`config.mk`:
```
export PLATFORM = sky130hd
export DESIGN_NAME = integer_string_parser
export DESIGN_NICKNAME = d
export VERILOG_FILES = /design/src/hdl/isp_pkg.sv /design/src/hdl/isp_in_stage.sv /design/src/hdl/isp_parse.sv /design/src/hdl/isp_out_stage.sv /design/src/hdl/integer_string_parser.sv
export SDC_FILE = /design/constraint.sdc
export NUM_CORES = 1
export LEC_CHECK = 0
export ABC_CLOCK_PERIOD_IN_PS = 19710
export BUFFER_PORTS_ARGS = -buffer_cell sky130_fd_sc_hd__buf_2
export CORE_MARGIN = 2
export CORE_UTILIZATION = 53
export DETAILED_ROUTE_END_ITERATION = 10
export GPL_ROUTABILITY_DRIVEN = 1
export PLACE_DENSITY = 0.72
export SYNTH_ARGS = -nofsm -noshare
export SYNTH_HDL_FRONTEND = slang
export SYNTH_SLANG_ARGS = --single-unit
```
`constraint.sdc`:
```
create_clock -name clk -period 19.71 [get_ports clk]
set_input_delay 5.913 -clock clk [delete_from_list [all_inputs] [get_ports clk]]
set_output_delay 5.913 -clock clk [all_outputs]
set_load 0.02 [all_outputs]
```
`src/hdl/isp_pkg.sv`:
```
// ----------------------------------------------------------------------------
// isp_pkg
// shared types and constants for the streaming string to integer parser
// ----------------------------------------------------------------------------
package isp_pkg;

  localparam int MAX_LEN = 4096;
  localparam int POS_W   = 13;
  localparam int BASE_W  = 5;
  localparam int VAL_W   = 64;

  localparam logic [POS_W-1:0]  POS_CAP   = POS_W'((MAX_LEN < 8191) ? MAX_LEN : 8191);
  localparam logic [BASE_W-1:0] BASE_RST  = BASE_W'(10);
  localparam logic [BASE_W-1:0] BASE_AUTO = BASE_W'(0);
  localparam logic [BASE_W-1:0] BASE_OCT  = BASE_W'(8);
  localparam logic [BASE_W-1:0] BASE_DEC  = BASE_W'(10);
  localparam logic [BASE_W-1:0] BASE_HEX  = BASE_W'(16);

  // digit code for characters that are not digits, above any base
  localparam logic [5:0] DIGIT_NONE = 6'h3f;

  typedef struct packed {
    logic [7:0] ch;
    logic       last;
  } in_item_t;

  typedef struct packed {
    logic signed [VAL_W-1:0] value;
    logic [POS_W-1:0]        end_offset;
  } out_item_t;

  function automatic logic [5:0] digit_of(input logic [7:0] c);
    logic [5:0] d;
    d = DIGIT_NONE;
    if (c >= 8'h30 && c <= 8'h39) begin
      d = 6'(c - 8'h30);
    end else if (c >= 8'h61 && c <= 8'h66) begin
      d = 6'(c - 8'h57);
    end else if (c >= 8'h41 && c <= 8'h46) begin
      d = 6'(c - 8'h37);
    end
    return d;
  endfunction

endpackage

```
`src/hdl/isp_in_stage.sv`:
```
// ----------------------------------------------------------------------------
// isp_in_stage
// input register; holds a final character while out_stall is high and the result register is full
// ----------------------------------------------------------------------------
module isp_in_stage
  import isp_pkg::*;
(
  input  logic     clk,
  input  logic     rst_n,
  input  logic     in_valid,
  output logic     in_stall,
  input  in_item_t in_data,
  input  logic     out_busy,
  output logic     item_fire,
  output in_item_t item
);

  logic     valid_r;
  in_item_t item_r;
  logic     blocked;

  assign blocked   = item_r.last & out_busy;
  assign in_stall  = valid_r & blocked;
  assign item_fire = valid_r & ~blocked;
  assign item      = item_r;

  always_ff @(posedge clk) begin
    if (!rst_n) begin
      valid_r <= 1'b0;
    end else if (!in_stall) begin
      valid_r <= in_valid;
    end
  end

  always_ff @(posedge clk) begin
    if (!in_stall) begin
      item_r <= in_data;
    end
  end

endmodule

```
`src/hdl/isp_parse.sv`:
```
// ----------------------------------------------------------------------------
// isp_parse
// per-string parse state and combinational character step
// ----------------------------------------------------------------------------
module isp_parse
  import isp_pkg::*;
(
  input  logic              clk,
  input  logic              rst_n,
  input  logic              item_fire,
  input  in_item_t          item,
  input  logic [BASE_W-1:0] number_base,
  output logic              res_valid,
  output out_item_t         res
);

  localparam logic [2:0] PH_SPACE  = 3'd0;
  localparam logic [2:0] PH_SIGNED = 3'd1;
  localparam logic [2:0] PH_ZERO   = 3'd2;
  localparam logic [2:0] PH_DIGITS = 3'd3;
  localparam logic [2:0] PH_DONE   = 3'd4;

  logic [2:0]        phase_r, phase_nxt;
  logic              neg_r, neg_nxt;
  logic [VAL_W-1:0]  acc_r, acc_nxt;
  logic [BASE_W-1:0] base_r, base_nxt;
  logic [POS_W-1:0]  pos_r, pos_nxt;
  logic [POS_W-1:0]  stop_r, stop_nxt;

  logic [POS_W-1:0]  pos_inc;
  logic [5:0]        dig;
  logic              is_ws;
  logic              is_sign;
  logic              is_x;
  logic              handled;

  assign pos_inc = (pos_r < POS_CAP) ? pos_r + POS_W'(1) : POS_CAP;
  assign dig     = digit_of(item.ch);
  assign is_ws   = (item.ch == 8'h20) || (item.ch == 8'h09) ||
                   (item.ch == 8'h0a) || (item.ch == 8'h0d);
  assign is_sign = (item.ch == 8'h2d) || (item.ch == 8'h2b);
  assign is_x    = (item.ch == 8'h78) || (item.ch == 8'h58);

  always_comb begin
    phase_nxt = phase_r;
    neg_nxt   = neg_r;
    acc_nxt   = acc_r;
    base_nxt  = base_r;
    stop_nxt  = stop_r;
    handled   = 1'b0;

    if (phase_nxt == PH_SPACE) begin
      if (is_ws) begin
        stop_nxt = pos_inc;
        handled  = 1'b1;
      end else if (is_sign) begin
        neg_nxt   = (item.ch == 8'h2d);
        stop_nxt  = pos_inc;
        phase_nxt = PH_SIGNED;
        handled   = 1'b1;
      end else begin
        phase_nxt = PH_SIGNED;
      end
    end

    if (!handled && phase_nxt == PH_SIGNED) begin
      if (item.ch == 8'h30 && (number_base == BASE_AUTO || number_base == BASE_HEX)) begin
        base_nxt  = (number_base == BASE_AUTO) ? BASE_OCT : BASE_HEX;
        stop_nxt  = pos_inc;
        phase_nxt = PH_ZERO;
        handled   = 1'b1;
      end else begin
        base_nxt  = (number_base == BASE_AUTO) ? BASE_DEC : number_base;
        phase_nxt = PH_DIGITS;
      end
    end

    if (!handled && phase_nxt == PH_ZERO) begin
      if (is_x) begin
        base_nxt = BASE_HEX;
        stop_nxt = pos_inc;
        handled  = 1'b1;
      end
      phase_nxt = PH_DIGITS;
    end

    if (!handled && phase_nxt == PH_DIGITS) begin
      if (dig >= {1'b0, base_nxt}) begin
        phase_nxt = PH_DONE;
      end else begin
        acc_nxt  = acc_r * {{(VAL_W-BASE_W){1'b0}}, base_nxt} + {{(VAL_W-6){1'b0}}, dig};
        stop_nxt = pos_inc;
      end
    end

    pos_nxt = pos_inc;
  end

  assign res_valid      = item_fire & item.last;
  assign res.value      = neg_nxt ? (VAL_W'(0) - acc_nxt) : acc_nxt;
  assign res.end_offset = stop_nxt;

  always_ff @(posedge clk) begin
    if (!rst_n) begin
      phase_r <= PH_SPACE;
      neg_r   <= 1'b0;
      acc_r   <= '0;
      base_r  <= '0;
      pos_r   <= '0;
      stop_r  <= '0;
    end else if (item_fire) begin
      if (item.last) begin
        phase_r <= PH_SPACE;
        neg_r   <= 1'b0;
        acc_r   <= '0;
        base_r  <= '0;
        pos_r   <= '0;
        stop_r  <= '0;
      end else begin
        phase_r <= phase_nxt;
        neg_r   <= neg_nxt;
        acc_r   <= acc_nxt;
        base_r  <= base_nxt;
        pos_r   <= pos_nxt;
        stop_r  <= stop_nxt;
      end
    end
  end

  a_stop_le_pos: assert property (@(posedge clk) disable iff (!rst_n)
    stop_r <= pos_r)
    else $error("stop offset beyond character position");

  a_pos_cap: assert property (@(posedge clk) disable iff (!rst_n)
    pos_r <= POS_CAP)
    else $error("character position above cap");

  a_acc_phase: assert property (@(posedge clk) disable iff (!rst_n)
    (acc_r != '0) |-> (phase_r == PH_DIGITS || phase_r == PH_DONE))
    else $error("accumulator nonzero before digit phase");

  a_clear_on_last: assert property (@(posedge clk) disable iff (!rst_n)
    (item_fire && item.last) |=> (pos_r == '0 && phase_r == PH_SPACE))
    else $error("string state not cleared after final transaction");

endmodule

```
`src/hdl/isp_out_stage.sv`:
```
// ----------------------------------------------------------------------------
// isp_out_stage
// result register toward the output channel
// ----------------------------------------------------------------------------
module isp_out_stage
  import isp_pkg::*;
(
  input  logic      clk,
  input  logic      rst_n,
  input  logic      res_valid,
  input  out_item_t res,
  output logic      out_valid,
  input  logic      out_stall,
  output out_item_t out_data,
  output logic      out_busy
);

  logic      valid_r;
  out_item_t data_r;

  assign out_valid = valid_r;
  assign out_data  = data_r;
  assign out_busy  = valid_r & out_stall;

  always_ff @(posedge clk) begin
    if (!rst_n) begin
      valid_r <= 1'b0;
    end else if (res_valid) begin
      valid_r <= 1'b1;
    end else if (!out_stall) begin
      valid_r <= 1'b0;
    end
  end

  always_ff @(posedge clk) begin
    if (res_valid) begin
      data_r <= res;
    end
  end

endmodule

```
`src/hdl/integer_string_parser.sv`:
```
// ----------------------------------------------------------------------------
// integer_string_parser
// streaming signed integer parser, one character per transaction
// ----------------------------------------------------------------------------
//  channel   direction  handshake                 payload
//  in        input      in_valid / in_stall       in_data  (ch, last)
//  out       output     out_valid / out_stall     out_data (value, end_offset)
//  cfg       input      cfg_wr_en                 cfg_wr_data (number_base)
//
//  one character accepted per cycle while in_stall is low; a result passes from the
//  input register through the parse step into the result register
//  the multiply-add of the accumulator by the base sits between the two registers
//  reset is synchronous; afterward the base is 10 and the parser waits for a string
//  a stalled result holds back only a final character, others keep flowing
// ----------------------------------------------------------------------------
module integer_string_parser
  import isp_pkg::*;
(
  input  logic              clk,
  input  logic              rst_n,
  input  logic              in_valid,
  output logic              in_stall,
  input  in_item_t          in_data,
  output logic              out_valid,
  input  logic              out_stall,
  output out_item_t         out_data,
  input  logic              cfg_wr_en,
  input  logic [BASE_W-1:0] cfg_wr_data
);

  logic [BASE_W-1:0] number_base_r;
  logic              out_busy;
  logic              item_fire;
  in_item_t          item;
  logic              res_valid;
  out_item_t         res;

  always_ff @(posedge clk) begin
    if (!rst_n) begin
      number_base_r <= BASE_RST;
    end else if (cfg_wr_en) begin
      number_base_r <= cfg_wr_data;
    end
  end

  isp_in_stage u_in (
    .clk       (clk),
    .rst_n     (rst_n),
    .in_valid  (in_valid),
    .in_stall  (in_stall),
    .in_data   (in_data),
    .out_busy  (out_busy),
    .item_fire (item_fire),
    .item      (item)
  );

  isp_parse u_parse (
    .clk         (clk),
    .rst_n       (rst_n),
    .item_fire   (item_fire),
    .item        (item),
    .number_base (number_base_r),
    .res_valid   (res_valid),
    .res         (res)
  );

  isp_out_stage u_out (
    .clk       (clk),
    .rst_n     (rst_n),
    .res_valid (res_valid),
    .res       (res),
    .out_valid (out_valid),
    .out_stall (out_stall),
    .out_data  (out_data),
    .out_busy  (out_busy)
  );

endmodule

```
==> reports/qor.txt <==
Slew Viols, Final: 0
startpoint types: input pin
Die W: 206 um
CP max FO: 10
VDD IR-drop max: 0.0643 mV
Core Area: 40000 sq um
CTS Hold Bufs: 0
Post-Synthesis Cell Area: 21600 sq um
WS Path Type: input pin to output pin
Setup violations, final: 0
Yosys cell types: 91
Worst-Skew Late Latency: 490 ps
pre-CTS setup slack: 7020 ps
ys flop type: dfxtp_1
actual slew at the worst max-slew pin: 1120 ps
Crit path required time: 13800 ps
most frequent cells in the layout: and2_1, inv_1, nand2_1
Via Count: 17930
CP endpoint kind: output pin
die area: 42400 sq um
sequential share of the synthesized area: 21.8%
dpl hpwl: 41.6 mm
setup ws final: 7020 ps
Worst-path clk slew: 90 ps
pin count of the biggest net entering global routing: 107
Finished Cell Area: 23000 sq um
post-synth top area cell: fa_1
status: finished, final reports clean
postcts setup bufs: 0
Synth Register Bits: 192
Post-synth EDFFs: 86
Iter 0 DRT Violations: 1366
Diodes inserted: 0
clock buffer count from CTS: 17
skew final: 20.8 ps
MaxCap Viol Count: 0
Syn Area/Cell: 8.56 sq um
router iterations before antenna repair: 9
Fin. Hold Viols: 0
Post-Syn Nets: 2870
leakage: 10.3 nW
Final #Nets: 2875
per-cell routed wire length: 18.5 um
Starting Density: 54.0%
layout cells sized above 1: 7.82%
HP Class: register to register
Finished Layout Cells: 3069
Post-synth ARST share: 0%
Setup TNS: 0 ps
fmax: 0.0788 GHz
dpl cell area: 22400 sq um
boundary pin count: 98
Slew headroom: 25.1%
initial antenna violation count: 1
Area contributors post-synth: fa_1, edfxtp_1, dfxtp_1
Die H: 206 um
CTS resizes: 0
CTS sink count: 192
# port buffers: 97
Period minus WS final: 12690 ps
RSZ-0062 raised after global routing: no
PD cells: 38.0 nW/um^2
GP Congestion: 0.963
area delta synth->final: 6.61%
DRC: 0
fin crit share: 64.4%
post-route ant nets: 0
Tot Pwr: 876 uW
Yosys warnings: 0
Via-to-Cell Ratio: 5.84
vias in the first global route: 18209
Root Buffer: clkbuf_16
drt total wl: 56.7 mm
Row Count: 73
leading cell type in the layout, fill and taps excluded: and2_1
CP arrival: 6780 ps
H-tree levels: 4
TritonCTS clock tree: built
Total GRT Usage: 27.7%
total global routing overflow: 0
clk buf depth: 2
first-pass GRT wire length: 93.0 mm
Placed Cells: 3037
Fillers: 3601
cell count after synthesis: 2526
Synth top area share: 17.0%
-- report_power, final --
part	total [mW]	leakage, nW	internal [mW]	switching [mW]
Sequential	0.425	1.69	0.420	0.00519
Clock	0.364	0.295	0.173	0.191
Combinational	0.0871	8.29	0.0224	0.0647
Total	0.876	10.3	0.615	0.261
-- synthesized netlist by cell type (4+ instances only) --
cell / n
o21ai_1: 7
a21oi_1: 115
a22oi_1: 65
nand3b_1: 5
a21boi_0: 6
mux2_2: 9
xor2_1: 54
nand3_1: 32
o21bai_1: 7
nand2b_1: 8
or4_1: 6
dfxtp_1: 106
o211a_1: 4
o211ai_1: 11
clkbuf_1: 106
nor3b_1: 12
and3b_1: 4
buf_2: 15
inv_1: 311
a211oi_1: 8
a31oi_1: 23
ha_1: 141
o21ai_0: 111
o31ai_1: 18
a211o_1: 5
and2_1: 317
nand4_1: 22
o21a_1: 21
mux2i_1: 44
nand2_1: 191
and3_1: 12
fa_1: 184
edfxtp_1: 86
nor3_1: 40
or2_2: 6
or3_1: 7
nor2_1: 121
nor2b_1: 81
a31o_2: 5
a21o_1: 23
a311oi_1: 4
nor4_1: 19
o31a_1: 5
xnor2_1: 69
-- sequential cells by signal, indices dropped and copies added, names as in the netlist --
| register | count |
|---|---|
| u_out.out_data | 77 |
| u_parse.acc_r | 64 |
| u_parse.pos_r | 13 |
| u_parse.stop_r | 13 |
| u_in.item | 9 |
| number_base_r | 5 |
| u_parse.base_r | 5 |
| u_parse.phase_r | 3 |
| u_in.valid_r | 1 |
| u_out.out_valid | 1 |
| u_parse.neg_r | 1 |
-- logic make-up (layout without fill, tap and decap cells) --
group	after synthesis	count (layout)	synth area share, %
AO/OA/AOI/OAI	482	482	14.5
buffers and inverters	439	457	7.79
AND/OR/NAND/NOR	911	911	23.1
multiplexers	53	53	2.51
XOR/XNOR	124	124	5.09
flip-flops	192	192	21.8
adder cells (fa/ha/maj)	325	325	25.2
-- final timing paths --
kind	start	to	slack [ps]	cells past startpoint
max reg2reg	u_in.item[5]$_DFFE_PN_	u_out.out_data[70]$_DFFE_PP_	9300	29
max	out_stall	in_stall	7020	4
min reg2reg	u_out.out_valid$_SDFFE_PN0P_	u_out.out_valid$_SDFFE_PN0P_	510	2
min	u_out.out_valid$_SDFFE_PN0P_	u_out.out_valid$_SDFFE_PN0P_	510	2
-- metal layers --
metal	part of all wire [%]	routed length, um	GRT usage, %	vias up
met5	0	0	0	-
met4	2.8	1600	9.49	0
met3	6.6	3760	5.03	100
met2	46	26200	44.8	623
met1	44	25100	37.3	8749
li1	-	-	-	8458
-- stage by stage --
step	util [%]	hold slack (ps)
floorplan	-	466
global placement	56.1	494
CTS	57.6	510
detailed placement	56.1	502
finish	57.6	512
global route	57.6	544
-- critical path, stage by stage --
cell,delay [ps]
buf_2,100
nand4_1,380
inv_1,190
buf_2,190
-- layout make-up --
cell class / count / area (sq um) / area share, %
clock buffer: 18 / 429 / 1.86
tap: 525 / 657 / 2.85
sequential: 192 / 4700 / 20.4
inverter: 311 / 1170 / 5.07
timing repair buffer: 114 / 613 / 2.66
clock inverter: 14 / 176 / 0.766
multi-input combinational: 1895 / 15300 / 66.4
No activity file was read; power rests on OpenSTA's default activity.
